===== config.mk =====
export PLATFORM = sky130hd
export DESIGN_NAME = upq_ctrl
export DESIGN_NICKNAME = d
export VERILOG_FILES = /design/src/hw/rtl/upq_pkg.sv /design/src/hw/rtl/upq_ctrl.sv
export SDC_FILE = /design/constraint.sdc
export NUM_CORES = 1
export LEC_CHECK = 0
export BUFFER_PORTS_ARGS = -buffer_cell sky130_fd_sc_hd__buf_2
export CORE_AREA = 10 10 47 49
export CTS_CLUSTER_SIZE = 24
export DETAILED_ROUTE_END_ITERATION = 16
export DIE_AREA = 0 0 57 59
export GPL_TIMING_DRIVEN = 0
export PLACE_DENSITY = 0.76
export SKIP_LAST_GASP = 1
export SLEW_MARGIN = 5
export SYNTH_ARGS = -nofsm -noshare
export SYNTH_HDL_FRONTEND = slang
export SYNTH_SLANG_ARGS = --single-unit

===== constraint.sdc =====
create_clock -name clk -period 4.6 [get_ports clk]
set_clock_uncertainty 0.1 [all_clocks]
set_input_delay 0.23 -clock clk [delete_from_list [all_inputs] [get_ports clk]]
set_output_delay 0.23 -clock clk [all_outputs]
set_load 0.01 [all_outputs]

===== src/hw/rtl/upq_pkg.sv =====
// Shared types and codes for the unsorted array priority queue.
package upq_pkg;

    localparam logic [1:0] OP_INSERT  = 2'd0;
    localparam logic [1:0] OP_DELETE  = 2'd1;
    localparam logic [1:0] OP_PEEK    = 2'd2;
    localparam logic [1:0] OP_EXTRACT = 2'd3;

    localparam logic [1:0] ST_OK        = 2'd0;
    localparam logic [1:0] ST_FULL      = 2'd1;
    localparam logic [1:0] ST_NOT_FOUND = 2'd2;
    localparam logic [1:0] ST_EMPTY     = 2'd3;

    typedef struct packed {
        logic       capture;
        logic       ins_write;
        logic       scan_clear;
        logic       scan_en;
        logic       max_mode;
        logic       shift_init;
        logic       shift_en;
        logic       remove;
        logic       reply;
        logic       reply_data;
        logic [1:0] status;
    } upq_cmd_t;

    typedef struct packed {
        logic full;
        logic empty;
        logic scan_last;
        logic hit;
        logic shift_none;
        logic shift_last;
    } upq_stat_t;

endpackage


===== src/hw/rtl/upq_ctrl.sv =====
// Controller state machine sequencing insert, scan, shift and reply.
module upq_ctrl
    import upq_pkg::*;
(
    input  logic      clk,
    input  logic      rst_n,
    input  logic      start,
    input  logic [1:0] op,
    output logic      busy,
    output upq_cmd_t  cmd,
    input  upq_stat_t stat
);

    localparam logic [2:0] S_IDLE   = 3'd0;
    localparam logic [2:0] S_SCAN   = 3'd1;
    localparam logic [2:0] S_SHINIT = 3'd2;
    localparam logic [2:0] S_SHIFT  = 3'd3;
    localparam logic [2:0] S_REPLY  = 3'd4;

    logic [2:0] state_reg, state_next;
    logic [1:0] op_reg, op_next;
    logic [1:0] st_reg, st_next;
    logic       data_reg, data_next;

    always_comb
    begin
        cmd        = '0;
        state_next = state_reg;
        op_next    = op_reg;
        st_next    = st_reg;
        data_next  = data_reg;
        unique case (state_reg)
            S_IDLE:
            begin
                if (start)
                begin
                    op_next     = op;
                    data_next   = 1'b0;
                    cmd.capture = 1'b1;
                    state_next  = S_REPLY;
                    case (op)
                        OP_INSERT:
                        begin
                            if (stat.full)
                            begin
                                st_next = ST_FULL;
                            end
                            else
                            begin
                                cmd.ins_write = 1'b1;
                                st_next       = ST_OK;
                            end
                        end
                        OP_DELETE:
                        begin
                            if (stat.empty)
                            begin
                                st_next = ST_NOT_FOUND;
                            end
                            else
                            begin
                                cmd.scan_clear = 1'b1;
                                state_next     = S_SCAN;
                            end
                        end
                        default:
                        begin
                            if (stat.empty)
                            begin
                                st_next = ST_EMPTY;
                            end
                            else
                            begin
                                cmd.scan_clear = 1'b1;
                                state_next     = S_SCAN;
                            end
                        end
                    endcase
                end
            end
            S_SCAN:
            begin
                cmd.scan_en  = 1'b1;
                cmd.max_mode = (op_reg != OP_DELETE);
                if (stat.scan_last)
                begin
                    if (op_reg == OP_DELETE)
                    begin
                        if (stat.hit)
                        begin
                            st_next    = ST_OK;
                            state_next = S_SHINIT;
                        end
                        else
                        begin
                            st_next    = ST_NOT_FOUND;
                            state_next = S_REPLY;
                        end
                    end
                    else
                    begin
                        st_next    = ST_OK;
                        data_next  = 1'b1;
                        state_next = (op_reg == OP_EXTRACT) ? S_SHINIT : S_REPLY;
                    end
                end
            end
            S_SHINIT:
            begin
                cmd.shift_init = 1'b1;
                if (stat.shift_none)
                begin
                    // The removed entry was the last one, so nothing moves.
                    cmd.remove = 1'b1;
                    state_next = S_REPLY;
                end
                else
                begin
                    state_next = S_SHIFT;
                end
            end
            S_SHIFT:
            begin
                cmd.shift_en = 1'b1;
                if (stat.shift_last)
                begin
                    cmd.remove = 1'b1;
                    state_next = S_REPLY;
                end
            end
            S_REPLY:
            begin
                cmd.reply      = 1'b1;
                cmd.reply_data = data_reg;
                cmd.status     = st_reg;
                state_next     = S_IDLE;
            end
            default:
            begin
                state_next = S_IDLE;
            end
        endcase
    end

    always_ff @(posedge clk or negedge rst_n)
    begin
        if (!rst_n)
        begin
            state_reg <= S_IDLE;
            op_reg    <= OP_INSERT;
            st_reg    <= ST_OK;
            data_reg  <= 1'b0;
        end
        else
        begin
            state_reg <= state_next;
            op_reg    <= op_next;
            st_reg    <= st_next;
            data_reg  <= data_next;
        end
    end

    assign busy = (state_reg != S_IDLE);

    a_reply_once: assert property (@(posedge clk) disable iff (!rst_n)
        cmd.reply |=> !cmd.reply)
        else $error("reply issued on two cycles in a row");

    a_data_only_ok: assert property (@(posedge clk) disable iff (!rst_n)
        (cmd.reply && cmd.reply_data) |-> (cmd.status == ST_OK))
        else $error("entry data returned with a failing status");

    a_no_work_idle: assert property (@(posedge clk) disable iff (!rst_n)
        !busy |-> !(cmd.scan_en || cmd.shift_en || cmd.remove))
        else $error("datapath work while idle");

endmodule


# == Word-level counts from Yosys, hierarchy flattened ==
# Index checks and enable logic that the tools add are counted.
# totals
ff_bits,8
latchBits,0
mem_bits_rw,0
rom_bits,0
inputBits,11
out_inout_bits,13
word_cells,62
mem_count,0
# op_classes
add_sub_neg,0
multipliers,0
div_mod_pow,0
magnitude_cmp,0
n_eq_ne,14
n_shift,0
n_mux,36
n_bitwise,0
reduce_logical,8
# ops
op,count
$mux 3,11
$mux 2,7
$mux 1,12
$pmux 3 s4,1
$ne 2x2->1 const B,4
$pmux 2 s2,2
$eq 3x2->1 const B,2
$reduce_and 5->1,1
$eq 2x1->1 const B,2
$mux 4,1
$pmux 1 s2,2
$reduce_and 4->1,1
$eq 3x1->1 const B,1
$eq 3x3->1 const B,1
$logic_not 3->1,1
$ne 3x2->1 const B,1
$ne 3x3->1 const B,1
$reduce_and 3->1,1
$reduce_bool 3->1,1
$eq 2x2->1 const B,1
$logic_not 2->1,1
$ne 2x1->1 const B,1
$reduce_and 2->1,1
$reduce_bool 2->1,1

# == Depth between registers and ports, before layout ==
# Gate-level depths: netlist of the first run.
# depth
word_depth,5
depth_mapped,5
depth_no_buf,4

# == Worst setup path after synthesis of the first run ==
# Ideal clock, no wire load.
# synth_timing
path_kind,reg2reg
start,register state_reg[0]
end,register st_reg[0]
setup_time_ns,0.125
arrival_ns,1.388
t_required_ns,4.375
path_slack_ns,2.987
stages_incl_launch_ff,6
n_path_buf,1
synth_period_minus_slack_ns,1.613
path_cell_list,dfrtp_1 -> buf_6 -> nor3_4 -> inv_2 -> o311ai_4 -> mux2_2
# synth_via
elab_chain_len,3
elab_cells_between_ends,9
classes_between,eq/ne: 5; mux: 1; reduce/logical: 3
# synth_rtl
item,line_no,text
start: declaration,upq_ctrl.sv:20,"logic [2:0] state_reg, state_next;"
start signal: assignment,upq_ctrl.sv:156,state_reg <= state_next;
$eq 3x1->1 / $logic_not 3->1 (equally long branches),upq_ctrl.sv:32,unique case (state_reg)
"$ne 2x2->1 (no line), or another cell as far along",-,
$reduce_and 5->1 (no line),-,
end signal: assignment,upq_ctrl.sv:158,st_reg <= st_next;
end: declaration,upq_ctrl.sv:22,"logic [1:0] st_reg, st_next;"
# Several ways; a longest one is shown, not always the timed one.
# A chain may end at the register's enable or synchronous reset.

==> flow_summary.json, run 1 <==
{
  "timing.hold.ws_ps": 115,
  "synth_top_family_by_area": "simple AND/OR/NAND/NOR gates",
  "drt_iter0_drc": 8,
  "pwr-share-clk_pct": 11.9,
  "drc": 0,
  "p_leak_nw": 0.385,
  "drv_cap": 0,
  "critPathLaunchType": "register",
  "setup_viol": 0,
  "numCtsBuffers": 3,
  "timing.rr.start": "state_reg[0]",
  "fin_ws_ps": 2600,
  "coreArea_um2": 1400,
  "synth.area.top_cells": "dfrtp_1 (33%), mux2_2 (7.4%), o311ai_4 (4.3%)",
  "wl_per_cell_um": 14.9,
  "finalCriticalPeriod_ps": 2000,
  "routed_via_density": 5.48,
  "die-area_um2": 3360,
  "outcome": "finished, final reports clean",
  "synthMostInstantiatedCell": "dfrtp_1",
  "finalSetupTns_ps": 0,
  "synth_flop_cell": "dfrtp_1",
  "largest_register_ffs": 3,
  "r2r_slack_ps": 2920,
  "final-hold-violation-count": 0,
  "nets": 101,
  "yosysSeqAreaShare_pct": 33.1,
  "tritoncts": "built",
  "critPathRequiredTime_ps": 4270,
  "fin_crit_sh_pct": 43.6,
  "min_to": "state_reg[1]",
  "antennaDiodeCount": 0,
  "final_max_slew_viol_count": 0,
  "ir_drop_v": 0.000258,
  "ctsRootBufferMaster": "clkbuf_4",
  "start_util_pct": 43.2,
  "clock_latency_ps": 260,
  "synthMuxAreaShare_pct": 10.7,
  "htreeDepth": 1,
  "hold_start": "stat[0]",
  "drt-pass1-iter-count": 4,
  "p_switching_mw": 0.199,
  "gp_congestion": 0.730,
  "synth-simple-area-share_pct": 27.9,
  "synth_fa_ha_area_share_pct": 0,
  "endpoint_kind": "primary output",
  "crit_fanout": 10,
  "grtUsageTotal_pct": 9.20,
  "syn_to_final_growth_pct": 27.7,
  "clock_path_buffers": 2,
  "power.density_nw_per_um2": 610,
  "num_vias": 570,
  "async_flop_share_pct": 100,
  "pwr-share-comb_pct": 61.6,
  "netlist_instances": 61,
  "ys_ff_latch": 8,
  "grt_pass1_wl_um": 2540,
  "p_sw_share_pct": 42.2,
  "hold_path_class": "in -> reg",
  "synth-xor-area-share_pct": 0,
  "rsz0062_at_grt": "false",
  "maxSlewHeadroom_pct": 68.4,
  "die_y_um": 59,
  "p_int_mw": 0.273,
  "synth_commonest_cells": "dfrtp_1 (8), and2_1 (4), inv_1 (4), mux2_2 (4), nand2_1 (4)",
  "grt_max_degree": 11,
  "synth_fp_nets": 72,
  "fmax_ghz": 0.499,
  "routed_wl_um": 1550,
  "fillCellCount": 139,
  "holdPathStages": 2,
  "synth-compound-area-share_pct": 20.5,
  "reg2reg_to": "st_reg[1]",
  "clk_pin_slew_worst_paths_ps": 60,
  "num_rows": 14,
  "crit_type": "reg -> out",
  "seqPwrFrac_pct": 26.5,
  "die_x_um": 57,
  "crit_arrival_ps": 1670,
  "synth_top_cell_by_area": "dfrtp_1",
  "dp_slack_ps": 2890,
  "max_slew.worst_pin.slew_ps": 473,
  "yosysWarnings": 0,
  "dpl.hpwl_um": 1280,
  "synthDistinctLibCells": 33,
  "yosysTopAreaCellShare_pct": 33.1,
  "antenna_found_initial": 0,
  "portBuffers": 23,
  "clock_sinks": 8,
  "ant_nets": 0,
  "crit_path_start": "state_reg[2]",
  "syn_area_um2": 606,
  "grt_overflow_total": 0,
  "grt_pass1_vias": 604,
  "pin_count": 24,
  "synth-edff-count": 0,
  "drive_gt1_share_pct": 46.6,
  "utilization_pct": 55.2,
  "worstRegToRegCells": 5,
  "syn_avg_cell_area_um2": 9.93
}
## repair_timing
action / in CTS / in global routing
hold buffers: 1 / 0
gates resized for setup: 0 / 0
endpoints found under the hold margin: 8 / 0
setup buffers: 0 / 0
## placed cells by master, fill, tap and decap left out, types with 2 or more instances in the layout
master	synthesis	routed
mux2i_1	2	2
nand2_1	4	4
a21oi_1	2	2
buf_2	2	25
mux2_2	4	4
o22ai_1	2	2
nor2_1	2	2
clkbuf_4	0	3
o32ai_1	2	2
dfrtp_1	8	8
o21ai_0	3	3
and2_1	4	4
inv_1	4	4
nor2b_1	2	2
## power groups by stage
stage	registers (mW)	clock network (mW)	logic (mW)
4_1_cts	0.125	0.0563	0.294
3_5_place_dp	0.126	0	0.291
6_report	0.125	0.0562	0.291
2_1_floorplan	0.121	0	0.218
5_1_grt	0.129	0.0602	0.321
3_3_place_gp	0.124	0	0.288
## worst max-delay path, stage by stage, from the launching register on
cell     delay, ps
dfrtp_1        380
buf_2          250
nor3b_1        450
and2_1         200
buf_2          130
## layer usage
layer	wire, um	GRT usage, %	part of all wire, %
met4	25	4.03	1.6
met5	0	0	0
met2	802	16.4	52
met3	120	3.65	7.8
met1	600	9.24	39
## area by class of cell
class                   instances  area (um^2)  area share [%]
plain buffers                   4         28.8            3.72
clock buffers                   3         22.5            2.91
inverters                       5         18.8            2.43
multi-input cells              44          358            46.3
flip-flops and latches          8          200            25.9
well taps                      16         20.0            2.59
repair buffers                 24          125            16.2
## metrics by stage
| stage | total power [mW] | instances | cell area, um^2 |
|---|---|---|---|
| after floorplan | 0.340 | 61 | 606 |
| after global placement | 0.412 | 100 | 741 |
| after detailed placement | 0.418 | 100 | 741 |
| after CTS | 0.476 | 104 | 773 |
| after global routing | 0.510 | 104 | 773 |
| final | 0.472 | 104 | 773 |
## worst max-delay path by stage
stage	end	depth (start not counted)	slack [ps]
after floorplan	st_reg[0]	5	2990
after global placement	cmd[7]	4	2900
after detailed placement	cmd[1]	4	2890
after CTS	cmd[0]	4	2610
after global routing	cmd[0]	4	2480
final	cmd[1]	4	2600
## cells by family after synthesis
logic type / count (synthesis)
AO/OA/AOI/OAI: 15
multiplexers: 6
buffers and inverters: 9
flip-flops: 8
AND/OR/NAND/NOR: 23
Note: power is estimated with default switching activity, not from simulation.
==> inputs of run 2 (changes only) <==
CORE_AREA = default   (was 10 10 47 49)
CORE_MARGIN = 10   (was default)
CORE_UTILIZATION = 46   (was default)
DIE_AREA = default   (was 0 0 57 59)
clock period = 2 ns   (was 4.6 ns; I/O delays follow)
==> run 2 against run 1 <==
Against the previous run: non-clock buffer count up 1; first-iteration DRC count grew 13%; global-route usage rose by 0.86 points; clock power rose by 120%; cell count unchanged; utilization increased by 6.5 points; critical path depth stayed put; sequential share of layout area decreased by 0.29 points; via count is 0.18% lower.
==> flow_summary.json, run 2 (synthesis results as in run 1) <==
{
  "outcome": "finished, final reports clean",
  "numCtsBuffers": 3,
  "routed_wl_um": 1590,
  "largest_register_ffs": 3,
  "cp_slowest_stage_delay_ps": 400,
  "drv_cap": 0,
  "num_vias": 569,
  "cp-endpoint": "cmd[7]",
  "crit_fanout": 10,
  "clock_latency_ps": 260,
  "reg2reg_to": "st_reg[0]",
  "grt_overflow_total": 0,
  "pin_count": 24,
  "wl_per_cell_um": 15.3,
  "grt_max_degree": 11,
  "power.density_nw_per_um2": 1400,
  "crit_top_cell": "buf_2",
  "cp_slowest_cell": "dfrtp_1",
  "maxSlewHeadroom_pct": 73.0,
  "fin_ws_ps": 156,
  "crit_type": "reg -> out",
  "p_switching_mw": 0.465,
  "utilization_pct": 61.6,
  "dpl.hpwl_um": 1330,
  "die_y_um": 56.3,
  "htreeDepth": 1,
  "finalCriticalPeriod_ps": 1840,
  "syn_to_final_growth_pct": 29.1,
  "critPathLaunchType": "register",
  "p_sw_share_pct": 42.5,
  "pwr-share-clk_pct": 11.5,
  "timing.hold.ws_ps": 18.5,
  "dp_slack_ps": 298,
  "die-area_um2": 3170,
  "layout_commonest_cell": "buf_2",
  "seqPwrFrac_pct": 26.5,
  "crit_path_start": "state_reg[2]",
  "layout_common_cells": "buf_2 (25), dfrtp_1 (8)",
  "pwr-share-comb_pct": 62.0,
  "antenna_found_initial": 0,
  "antennaDiodeCount": 0,
  "rsz0062_at_grt": "false",
  "ctsRootBufferMaster": "clkbuf_4",
  "worstRegToRegCells": 5,
  "grt_pass1_wl_um": 2570,
  "grtUsageTotal_pct": 10.1,
  "gp_congestion": 0.808,
  "portBuffers": 23,
  "r2r_slack_ps": 300,
  "fin_crit_sh_pct": 92.2,
  "coreArea_um2": 1270,
  "clk_pin_slew_worst_paths_ps": 60,
  "critPathRequiredTime_ps": 1800,
  "routed_via_density": 5.47,
  "setup_viol": 0,
  "num_rows": 13,
  "ant_nets": 0,
  "grt_pass1_vias": 602,
  "fmax_ghz": 0.542,
  "p_int_mw": 0.629,
  "start_util_pct": 47.7,
  "drc": 0,
  "nets": 102,
  "drt_iter0_drc": 9,
  "ir_drop_v": 0.000803,
  "hold_path_class": "in -> reg",
  "finalSetupTns_ps": 0,
  "max_slew.worst_pin.slew_ps": 404,
  "p_leak_nw": 0.390,
  "tritoncts": "built",
  "final_max_slew_viol_count": 0,
  "final-hold-violation-count": 0,
  "drt-pass1-iter-count": 4,
  "clock_sinks": 8,
  "endpoint_kind": "primary output",
  "die_x_um": 56.3,
  "post_cts_buffers": 0,
  "drive_gt1_share_pct": 46.1,
  "crit_chain": "buf_2 > nor3b_4 > a21boi_1 > buf_2",
  "crit_arrival_ps": 1640,
  "timing.rr.start": "state_reg[0]",
  "ctsResizeCount": 0,
  "clock_path_buffers": 2
}
## run 2: how the worst min path moves through the flow
stage | from | slack [ps] | end | cells after the start
final | op[0] | 20 | op_reg[0] | 2
after global routing | op[0] | 20 | op_reg[0] | 2
after CTS | op[0] | 30 | op_reg[0] | 2
after detailed placement | rst_n | -140 | st_reg[0] | 1
after global placement | rst_n | -150 | st_reg[0] | 1
after floorplan | rst_n | -300 | data_reg | 0
## run 2: power by group through the flow
stage | combinational, mW | sequential (mW) | clock [mW]
6_report | 0.678 | 0.290 | 0.125
3_3_place_gp | 0.659 | 0.286 | 0
3_5_place_dp | 0.679 | 0.292 | 0
4_1_cts | 0.686 | 0.290 | 0.125
2_1_floorplan | 0.502 | 0.279 | 0
5_1_grt | 0.738 | 0.296 | 0.137
## run 2: final cells by class
| cell class | count | area [um^2] |
|---|---|---|
| Inverter | 5 | 18.8 |
| Sequential cell | 8 | 200 |
| Fill cell | 120 | 487 |
| Multi-Input combinational cell | 44 | 358 |
| Clock buffer | 3 | 22.5 |
| Tap cell | 15 | 18.8 |
| Buffer | 4 | 28.8 |
| Timing Repair Buffer | 25 | 135 |
## run 2: worst max-delay path, delay by kind of cell, from the launching register on
| family | cells | cell delay, ps |
|---|---|---|
| AND/OR/NAND/NOR | 1 | 310 |
| buffers and inverters | 2 | 380 |
| AO/OA/AOI/OAI | 1 | 290 |
| flip-flops | 1 | 400 |
## run 2: per-layer routing
metal  vias to the layer above  track usage, %  part of all wire, %
li1                        285               -                    -
met1                       263            9.45                   39
met2                        17            18.5                   54
met3                         4            4.27                  5.6
met4                         0            4.12                  1.3
met5                         -               0                    0
## run 2: metrics by stage
stage	instance area (um^2)	instances	total power [mW]
2_1_floorplan	606	61	0.782
3_3_place_gp	739	99	0.945
3_5_place_dp	739	99	0.971
4_1_cts	782	104	1.10
5_1_grt	782	104	1.17
6_report	782	104	1.09
## run 2: what timing repair did
action / CTS / global route
hold buffers: 2 / 0
endpoints found under the setup margin: 0 / 0
endpoints found under the hold margin: 9 / 0
